--- src/hdl/rorf_span.sv ---
// ----------------------------------------------------------------------------
// rorf_span
// Pixel coverage test: decides whether pixel (col, row) takes the fill byte.
// ----------------------------------------------------------------------------
module rorf_span #(
  parameter int COL_W     = 8,
  parameter int FRAC_BITS = 8,
  parameter int SW        = 25
) (
  input  logic [COL_W-1:0]    col,
  input  logic [COL_W-1:0]    row,
  input  logic signed [SW-1:0] left,
  input  logic signed [SW-1:0] right,
  input  logic signed [SW-1:0] top,
  input  logic signed [SW-1:0] bottom,
  input  logic                 filled,
  output logic                 hit
);

  logic signed [SW-1:0] x;
  logic signed [SW-1:0] y;
  logic signed [SW-1:0] x_at;
  logic signed [SW-1:0] x_lo;
  logic signed [SW-1:0] x_hi;
  logic signed [SW-1:0] y_at;
  logic signed [SW-1:0] y_lo;
  logic signed [SW-1:0] y_hi;
  logic                 covered;
  logic                 on_edge;

  // Scale the pixel and its neighbors to fixed point
  always_comb begin
    x    = signed'(SW'(col));
    y    = signed'(SW'(row));
    x_at = x <<< FRAC_BITS;
    x_lo = (x - SW'(1)) <<< FRAC_BITS;
    x_hi = (x + SW'(1)) <<< FRAC_BITS;
    y_at = y <<< FRAC_BITS;
    y_lo = (y - SW'(1)) <<< FRAC_BITS;
    y_hi = (y + SW'(1)) <<< FRAC_BITS;
  end

  // Closed-rectangle test; an edge pixel is within one unit of a side
  assign covered = (x_at >= left) && (x_at <= right) && (y_at >= top) && (y_at <= bottom);
  assign on_edge = (x_lo < left) || (x_hi > right) || (y_lo < top) || (y_hi > bottom);
  assign hit     = covered && (on_edge || filled);

endmodule

--- config.mk ---
export PLATFORM = sky130hd
export DESIGN_NAME = rorf_span
export DESIGN_NICKNAME = d
export VERILOG_FILES = /design/src/hdl/rorf_span.sv
export SDC_FILE = /design/constraint.sdc
export NUM_CORES = 1
export LEC_CHECK = 0
export BUFFER_PORTS_ARGS = -buffer_cell sky130_fd_sc_hd__buf_4
export CORE_UTILIZATION = 35
export DETAILED_ROUTE_END_ITERATION = 6
export GPL_TIMING_DRIVEN = 0
export PLACE_DENSITY = 0.68
export SYNTH_ARGS = -nofsm -noshare
export SYNTH_HDL_FRONTEND = slang
export SYNTH_SLANG_ARGS = --single-unit
--- constraint.sdc ---
create_clock -name vclk -period 11.18
set_input_delay 2.236 -clock vclk [all_inputs]
set_output_delay 2.236 -clock vclk [all_outputs]
set_load 0.02 [all_outputs]
After elaboration in Yosys (flattened, before gate mapping)

Index checks and enable logic that the tools add are counted.
W data, S select, Z words.

Shift operators: 0
Eq/ne operators: 0
Multipliers: 0
Add/subtract/negate cells: 4
Reductions and logical operators: 8
Bitwise gates (word level): 0
Magnitude comparators: 8
Divide/modulo/power cells: 0
Mux-type cells: 0

Operators with widths:

| cell                  | number |
|---|---|
| $ge A17 B25 Y1        | 2 |
| $le A17 B25 Y1        | 2 |
| $lt A17 B25 Y1        | 2 |
| $gt A18 B25 Y1        | 1 |
| $gt A25 B25 Y1        | 1 |
| $add A8 B1 Y9 const B | 2 |
| $sub A8 B1 Y9 const B | 2 |
| $logic_and A1 B1 Y1   | 4 |
| $logic_or A1 B1 Y1    | 4 |

Logic and storage cells: 20
Memory bits (writable): 0
Bits of input ports: 117
Bits in latches: 0
Memories: 0
Output and inout bits: 1
Register bits after elaboration: 0
Memory bits (read-only): 0

Logic depth before layout (Yosys ltp)

Word-level depth: 7
Mapped depth: 12
Mapped depth without buffers: 12

Worst setup path after synthesis

Ideal clock, no wire load.

Path type: in2out
From: input row[2]
To: output hit
Arrival time: 5.285 ns
Setup slack: 3.659 ns
Stages: 11
Path buffers: 1
Data required time: 8.944 ns
Cells stage by stage: clkbuf_1 or3_1 or2_1 nor4_1 ha_1 a21oi_1 o21ai_1 a311oi_1 a31oi_1 o22a_1 a31oi_1

Cells in the longest elaborated chain, start to end: 6
Elaborated cells on any way between the ends: 12
Classes of those cells: add/sub: 2; order compare: 4; reduce/logical: 6

Ends and longest elaborated chain:

| what                            | line | text |
|---|---|---|
| start, declared                 | 11   | `input logic [COL_W-1:0] row,` |
| $sub A8 B1 Y9                   | 39   | `y_lo = (y - SW'(1)) <<< FRAC_BITS;` |
| $lt A17 B25 Y1                  | 45   | `assign on_edge = (x_lo < left) \|\| (x_hi > right) \|\| (y_lo < top) \|\| (y_hi > bottom);` |
| $logic_or A1 B1 Y1 (2 in a row) | 45   |  |
| $logic_or A1 B1 Y1              | 46   | `assign hit = covered && (on_edge \|\| filled);` |
| $logic_and A1 B1 Y1 *           | 46   |  |
| end, declared                   | 17   | `output logic hit` |

Every way passes the cells marked *; elsewhere a longest branch is shown, timed or not.

Worst setup path after layout

Ends and elaborated chain as after synthesis.

==> out/results.txt <==
Maxcap violations: 0
Die H: 89.4 um
Met2 Resource Use GR: 36.5%
Storage cell area: 0 um^2
Initial antenna violation count: 0
Die Wd: 89.4 um
GRT Total Usage: 18.2%
Post-synthesis mux area share: 0.374%
Met3 usage: 0.277%
Setup crit start kind: input pin
Syn Inst Count: 363
# Post-CTS Setup Buffers: 0
Critical path type: input pin to output pin
Drt first pass iters: 4
Die area: 8000 um^2
Mapped Area: 2680 um^2
Register area share after synthesis: 0%
Yosys cell types: 44
Min Hold Slack: 5.03 ns
Global-route track usage on met1: 21.7%
Final net count: 688
Post-Synth Simple-Gate Area: 23.2%
DR vias: 2972
Final hold vios: 0
Cts hold-fix bufs: 0
Fillers: 742
Period Utilization, post-route: 68.3%
Cells along the critical path: buf_4, clkbuf_1, or3_1, or2_1, nor4_2, ha_1, a21oi_1, o21ai_1, a311oi_1, a31oi_1, o22a_1, a31oi_1, buf_4
Final core occ: 50.3%
Fmax: 0.131 GHz
Initial Util: 36.5%
Routed WL per cell: 12.5 um
Routability cong.: 0.885
Vias in the first global route: 2880
Hold-critical path depth: 6
Via-to-Cell Ratio: 5.12
Cts repair resizes: 0
Post-Synth XOR/XNOR Area: 7.53%
Critical Path AT: 5.39 ns
Worst EP required: 8.94 ns
Hpwl dp: 6610 um
RSZ-0062 raised after global routing: no
HP Class: input pin to output pin
FFs & Latches: 0
Largest net degree at the start of global routing: 10
Most common cell after layout, fill and taps aside: buf_4
FP Rows: 31
Lkg Pwr: 2.03 nW
Most frequent cells in the layout: buf_4 (118), ha_1 (88), inv_1 (63), a21oi_1 (24), nand2_1 (18)
Crit-path slowest cell: nor4_2
Final setup TNS: 0 ns
Compound-Gate Fraction of Synth Area: 18.5%
Max Slew Vio Count: 0
Port Buffers: 118
Syn Area/Cell: 7.37 um^2
Slowest stage delay, CP: 0.68 ns
Final setup violation count: 0
Post-synth net total: 568
Worst vdd ir: 0.0186 mV
Worst path top cell family by delay: simple AND/OR/NAND/NOR gates
Drt drc: 0
WP depth: 13
Initial detailed-routing violation count: 64
Antenna Nets Post-Route: 0
Share of cells above drive strength 1: 25.8%
Fin crit period: 7.63 ns
Status: finished, final reports clean
Worst rel slew slack: 30.1%
# IOs: 118
Yosys warning count: 0
Antenna fix cells: 0
Slew @ Worst Pin: 1.04 ns
P&R area growth vs syn: 38.0%
Pwr dens: 30.0 nW/um^2
Synth Area in Adders: 41.2%
Clock buffer cells: 0
First-pass GRT wire length: 11800 um
Grt total ovfl: 0
Worst setup EP type: output pin
Critical Path Fanout Max: 9
Buf/Inv on CP: 3
Global route hottest layer: met2
Core Box Area: 7330 um^2
DRT Wirelength: 7230 um
Main combinational cell family by area after synthesis: adder cells
-- metrics by stage --
| step | instance area [um^2] | total power, mW | worst slack (ns) | instances |
|---|---|---|---|---|
| after detailed placement | 3680 | 0.112 | 3.08 | 580 |
| final | 3690 | 0.111 | 3.55 | 580 |
| after floorplan | 2680 | 0.0583 | 3.66 | 363 |
| after CTS | 3680 | 0.112 | 3.08 | 580 |
| after global routing | 3690 | 0.127 | 3.21 | 580 |
| after global placement | 3680 | 0.108 | 3.12 | 580 |
-- power breakdown --
part / switching [mW] / internal [mW]
Combinational: 0.0520 / 0.0587
Clock: 0 / 0
Sequential: 0 / 0
Total: 0.0520 / 0.0587
-- cell type report --
| cell class | count | area [um^2] | area share, % |
|---|---|---|---|
| multi-input combinational | 297 | 2430 | 65.9 |
| inverter | 63 | 236 | 6.41 |
| buffer | 3 | 11.3 | 0.305 |
| tap | 99 | 124 | 3.36 |
| timing repair buffer | 118 | 886 | 24.0 |
-- layer usage --
layer	part of all wire, %	vias up
li1	-	1575
met3	5.0	6
met1	44	1298
met5	0	-
met4	1.6	0
met2	50	93
-- cell families after synthesis --
group,Yosys count
AO/OA/AOI/OAI,74
adder cells (fa/ha/maj),88
buffers and inverters,66
XOR/XNOR,23
AND/OR/NAND/NOR,111
multiplexers,1
-- cell usage after synthesis (4+ instances only) --
cell type / n / area (um^2)
o21ai_0: 10 / 50.1
o211ai_1: 4 / 30.0
nor4_1: 13 / 81.3
and3_1: 7 / 43.8
a21o_1: 7 / 52.6
xnor2_1: 11 / 96.3
inv_1: 63 / 236
nand4_1: 10 / 62.6
nand3_1: 17 / 85.1
or3_1: 4 / 25.0
xor2_1: 12 / 105
a21oi_1: 24 / 120
or4_1: 6 / 45.0
ha_1: 88 / 1100
nor3_1: 8 / 40.0
nand2_1: 18 / 67.6
nor2_1: 14 / 52.6
a31oi_1: 7 / 43.8
a211oi_1: 6 / 45.0
-- worst paths after layout --
check | start | to | slack, ns
setup / recovery | row[2] | hit | 3.55
hold / removal | bottom[24] | hit | 5.03
Note: power is estimated with default switching activity, not from simulation.
