===== src/hdl/rorf_ram.sv =====
// ----------------------------------------------------------------------------
// rorf_ram
// Generic simple dual-port RAM: one write port, one read port, registered read.
// ----------------------------------------------------------------------------
module rorf_ram #(
  parameter int WIDTH = 8,
  parameter int DEPTH = 256
) (
  input  logic                     clk,
  input  logic                     we,
  input  logic [$clog2(DEPTH)-1:0] waddr,
  input  logic [WIDTH-1:0]         wdata,
  input  logic                     re,
  input  logic [$clog2(DEPTH)-1:0] raddr,
  output logic [WIDTH-1:0]         rdata
);

  logic [WIDTH-1:0] mem [DEPTH];

  // Write port
  always_ff @(posedge clk) begin
    if (we) begin
      mem[waddr] <= wdata;
    end
  end

  // Registered read port
  always_ff @(posedge clk) begin
    if (re) begin
      rdata <= mem[raddr];
    end
  end

endmodule


===== config.mk =====
export PLATFORM = sky130hd
export DESIGN_NAME = rorf_ram
export DESIGN_NICKNAME = d
export VERILOG_FILES = /design/src/hdl/rorf_ram.sv
export SDC_FILE = /design/constraint.sdc
export NUM_CORES = 2
export LEC_CHECK = 0
export BUFFER_PORTS_ARGS = -buffer_cell sky130_fd_sc_hd__buf_2
export CORE_MARGIN = 5
export CORE_UTILIZATION = 40
export CTS_CLUSTER_SIZE = 12
export DETAILED_ROUTE_END_ITERATION = 10
export MAX_ROUTING_LAYER = met4
export PLACE_DENSITY = 0.58
export REMOVE_ABC_BUFFERS = 1
export SYNTH_ARGS = -nofsm -noshare
export SYNTH_HDL_FRONTEND = slang
export SYNTH_SLANG_ARGS = --single-unit

===== constraint.sdc =====
create_clock -name clk -period 3.6 [get_ports clk]
set_input_delay 0 -clock clk [delete_from_list [all_inputs] [get_ports clk]]
set_output_delay 0 -clock clk [all_outputs]
set_load 0.01 [all_outputs]

**Word-level counts from Yosys, hierarchy flattened**

Memory sizes are Yosys's and may differ from the RTL's. A register that Yosys moved wholly into a read port is not among the register bits.
Index checks and enable logic that the tools add are counted.

- Flip-flop bits (word level): 0
- Memory bits (writable): 2,048
- Output and inout bits: 8
- Logic and storage cells: 3
- Memories kept: 1

Memories:

| name | depth | width | read ports | clocked after Yosys merged registers in | wr ports | RTL line | text |
|---|---|---|---|---|---|---|---|
| mem | 256 | 8 | 1 | 1 | 1 | 18 | `logic [WIDTH-1:0] mem [DEPTH];` |

- Multiplexer cells: 2

Operator list:

| operator | number |
|---|---|
| $mux 1 | 2 |

**Longest topological paths before layout**

- Word-level depth: 2
- Depth in mapped cells: 11
- Gate-level depth less buffers: 6

**Least setup slack after synthesis**

No wires, ideal clock.

- Kind: input port to flip-flop
- Start: in raddr[0]
- End: reg rdata[2] (read register of mem), data pin
- Setup time: 0.269 ns
- Arrival: 1.807 ns
- Required time: 3.331 ns
- Slack: 1.524 ns
- Stages: 9
- Cell sequence: buf_6 > buf_12 > buf_8 > buf_2 > mux4_2 > a22oi_1 > a21oi_1 > nor4_1 > nor4_2

RTL lines:

| what | RTL line | text |
|---|---|---|
| start: declaration | 14 | `input logic [$clog2(DEPTH)-1:0] raddr,` |
| end: declaration | 15 | `output logic [WIDTH-1:0] rdata` |

==> impl_metrics.env <==
export IMPL_status="complete, no violations"
export IMPL_drt_iter0_drc=3948
export IMPL_finalNonFillerCells=6887
export IMPL_crit_path_end_kind="flip-flop"
export IMPL_max_stage_delay_ns=1.01
export IMPL_swShare=0.216
export IMPL_yosys_cell_types_count=54
export IMPL_grt_max_degree=137
export IMPL_dpl_hpwl_um=128000
export IMPL_dp_slack_ns=0.0280
export IMPL_core_mm2=0.198
export IMPL_period_share=0.827
export IMPL_grt_pass1_wl_um=296000
export IMPL_dieArea_mm2=0.208
export IMPL_intPower_mw=37.9
export IMPL_max_slew_margin=0.112
export IMPL_vias_per_cell=5.73
export IMPL_cts_root_buf="clkbuf_16"
export IMPL_p_per_area_mw_per_mm2=531
export IMPL_gp_congestion=0.830
export IMPL_max_freq_ghz=0.336
export IMPL_syn2layout_area_growth_pct=14.3
export IMPL_start_util=0.403
export IMPL_final_max_slew_viol_count=0
export IMPL_post_route_cells_drive_above_1_share=0.257
export IMPL_synthesis_area_mm2=0.0796
export IMPL_first_pass_iters=6
export IMPL_timing_final_ws_setup_ns=0.622
export IMPL_pwr_share_clk=0.401
export IMPL_ys_seq_elements=2056
export IMPL_finClkSkew_ns=0.0360
export IMPL_power_switching_mw=10.4
export IMPL_track_usage=0.200
export IMPL_crit_arrival_ns=3.53
export IMPL_fin_nets=4138
export IMPL_cts_sinks=2056
export IMPL_tightest_slew_ns=1.32
export IMPL_path_cells="mux4_2 > mux4_2 > nor2_1 > a2111oi_1 > nor3_1 > nor4_1"
export IMPL_row_count=163
export IMPL_p_leak_nw=28.3
export IMPL_tns_ns=0
export IMPL_wl_per_cell_um=29.7
export IMPL_cts_path_max_buffers=3
export IMPL_fin_crit_ns=2.98
export IMPL_first_global_vias=39900
export IMPL_timing_max_cap_violations=0
export IMPL_grt_ovfl_total=0
export IMPL_drc_errors=0
export IMPL_combPwrFrac=0.052
export IMPL_ant_nets=0
export IMPL_wirelength_um=204000
export IMPL_die_x_um=456
export IMPL_critical_path_slowest_cell="nor3_1"
export IMPL_seqPwrFrac=0.547
export IMPL_io_buffer_count=34
export IMPL_fp_dieH_um=456
export IMPL_final_hold_viol_count=0
export IMPL_syn_avg_cell_area_um2=21.3
export IMPL_crit_top_cell="mux4_2"
export IMPL_place_inst=6524
export IMPL_syn_inst=3733
export IMPL_antenna_found_initial=6
export IMPL_clk_pin_slew_ns=0.06
export IMPL_synth_ff_type="edfxtp_1"
export IMPL_critPathMaxFanout=1
export IMPL_peakVddDrop_uv=499
export IMPL_ioPinCount=35
export IMPL_fill_cells=16300
export IMPL_hold_path_class="in2reg"
export IMPL_cts_inserted_buffers=205
export IMPL_required_ns=4.15
export IMPL_cts_tree="built"
export IMPL_vias=39400
export IMPL_h_tree_depth=4
export IMPL_synthArstFlopShare=0
export IMPL_cp_start_kind="flip-flop"
export IMPL_critPathKind="reg2reg"
export IMPL_synth_edf_count=2056
export IMPL_seq_area_frac_synth=0.775
export IMPL_total_power_mw=48.3
export IMPL_rsz0062_at_grt="no"
export IMPL_final_setup_viol_count=0
export IMPL_cts_setup_buffers=0
export IMPL_synth_warning_count=0
export IMPL_insertion_delay_ns=0.85
-- cell usage in the layout (no fill, tap or decap), drive strengths merged, types with 27 or more instances in the layout --
| cell | n |
|---|---|
| clkbuf | 270 |
| nand2 | 33 |
| buf | 384 |
| clkinv | 60 |
| mux2i | 134 |
| nand3 | 34 |
| nor2 | 282 |
| a21oi | 96 |
| edfxtp | 2056 |
| o221ai | 47 |
| nor4 | 27 |
| o22ai | 28 |
| mux4 | 456 |
| a22oi | 133 |
| nor2b | 31 |
-- Yosys cell counts (all sizes together) (2+ instances only) --
cell | n | area (um2)
a2111oi | 5 | 52.6
nand2 | 33 | 124
edfxtp | 2056 | 61700
nor3 | 22 | 110
a21oi | 96 | 480
mux2i | 134 | 1340
clkbuf | 111 | 417
and2 | 6 | 37.5
o211ai | 10 | 75.1
o221ai | 47 | 418
a221oi | 14 | 129
o22a | 5 | 43.8
nor4 | 27 | 188
a31oi | 2 | 12.5
nor2b | 31 | 194
a22oi | 133 | 998
a22o | 8 | 70.1
o32ai | 5 | 51.3
nand4 | 10 | 62.6
a311oi | 2 | 17.5
nand3b | 2 | 15.0
o21ai | 12 | 60.1
buf | 122 | 1030
or2 | 4 | 25.0
o22ai | 28 | 175
nand3 | 34 | 170
and3b | 2 | 17.5
nor2 | 282 | 1060
nand2b | 8 | 50.1
a211oi | 16 | 120
mux4 | 456 | 10300
-- power groups by stage --
stage | combinational (mW) | clock (mW) | sequential [mW]
5_1_grt | 2.63 | 20.8 | 26.4
4_1_cts | 2.52 | 19.8 | 26.4
3_5_place_dp | 2.50 | 0 | 26.9
2_1_floorplan | 0.926 | 0 | 26.9
6_report | 2.49 | 19.4 | 26.4
3_3_place_gp | 2.47 | 0 | 26.9
-- critical path: cells and delay by family, from the launching register on --
kind,cells,cell delay (ns)
flip-flops,1,0.37
multiplexers,2,0.97
AO/OA/AOI/OAI,1,0.07
AND/OR/NAND/NOR,3,1.25
-- what timing repair did --
action                                 in CTS  in global routing
hold buffers                               20                  0
gates resized for setup                     0                  0
endpoints found under the hold margin    1449                  0
-- logic make-up after synthesis --
family | after synthesis | share of synthesized area
flops | 2056 | 0.775
mux | 591 | 0.146
simple gates | 466 | 0.0263
compound gates | 385 | 0.0342
buf+inv | 235 | 0.0183
-- per-layer routing --
metal	vias up	track usage	routed length (um)
met1	21300	0.272	85300
met4	0	0.0496	4370
met2	1474	0.315	101000
met5	-	-	0
li1	16400	-	-
met3	263	0.0357	14100
-- sequential cells by signal, indices dropped and copies added (netlist names) --
signal,cells
mem,2048
rdata,8
-- area by class of cell --
type / count / area (um2) / share of cell area
diodes: 4 / 10.0 / 0.000110
multi-input cells: 1442 / 16500 / 0.181
clock inverters: 69 / 558 / 0.00613
flip-flops and latches: 2056 / 61700 / 0.678
well taps: 2640 / 3300 / 0.0363
repair buffers: 404 / 3520 / 0.0386
inverters: 2 / 7.51 / 0.0000825
clock buffers: 270 / 5400 / 0.0593
-- metrics by stage --
stage,area (um2),hold WS (ns),util
6_report,91000,0.170,0.461
5_1_grt,91000,0.135,0.461
4_1_cts,91000,0.140,0.461
3_5_place_dp,84900,0.456,0.429
3_3_place_gp,84900,0.455,0.429
2_1_floorplan,78200,0.0989,-
-- final timing paths --
kind                            slack, ns   startpoint        to  cells past startpoint
worst min-delay path                 0.17           re  rdata[3]                      2
worst max register to register       0.62  mem[139][4]  rdata[4]                      6
worst max-delay path                 0.62  mem[139][4]  rdata[4]                      6
worst min register to register       1.22  mem[209][0]  rdata[0]                      5
No activity file was read; power rests on OpenSTA's default activity.
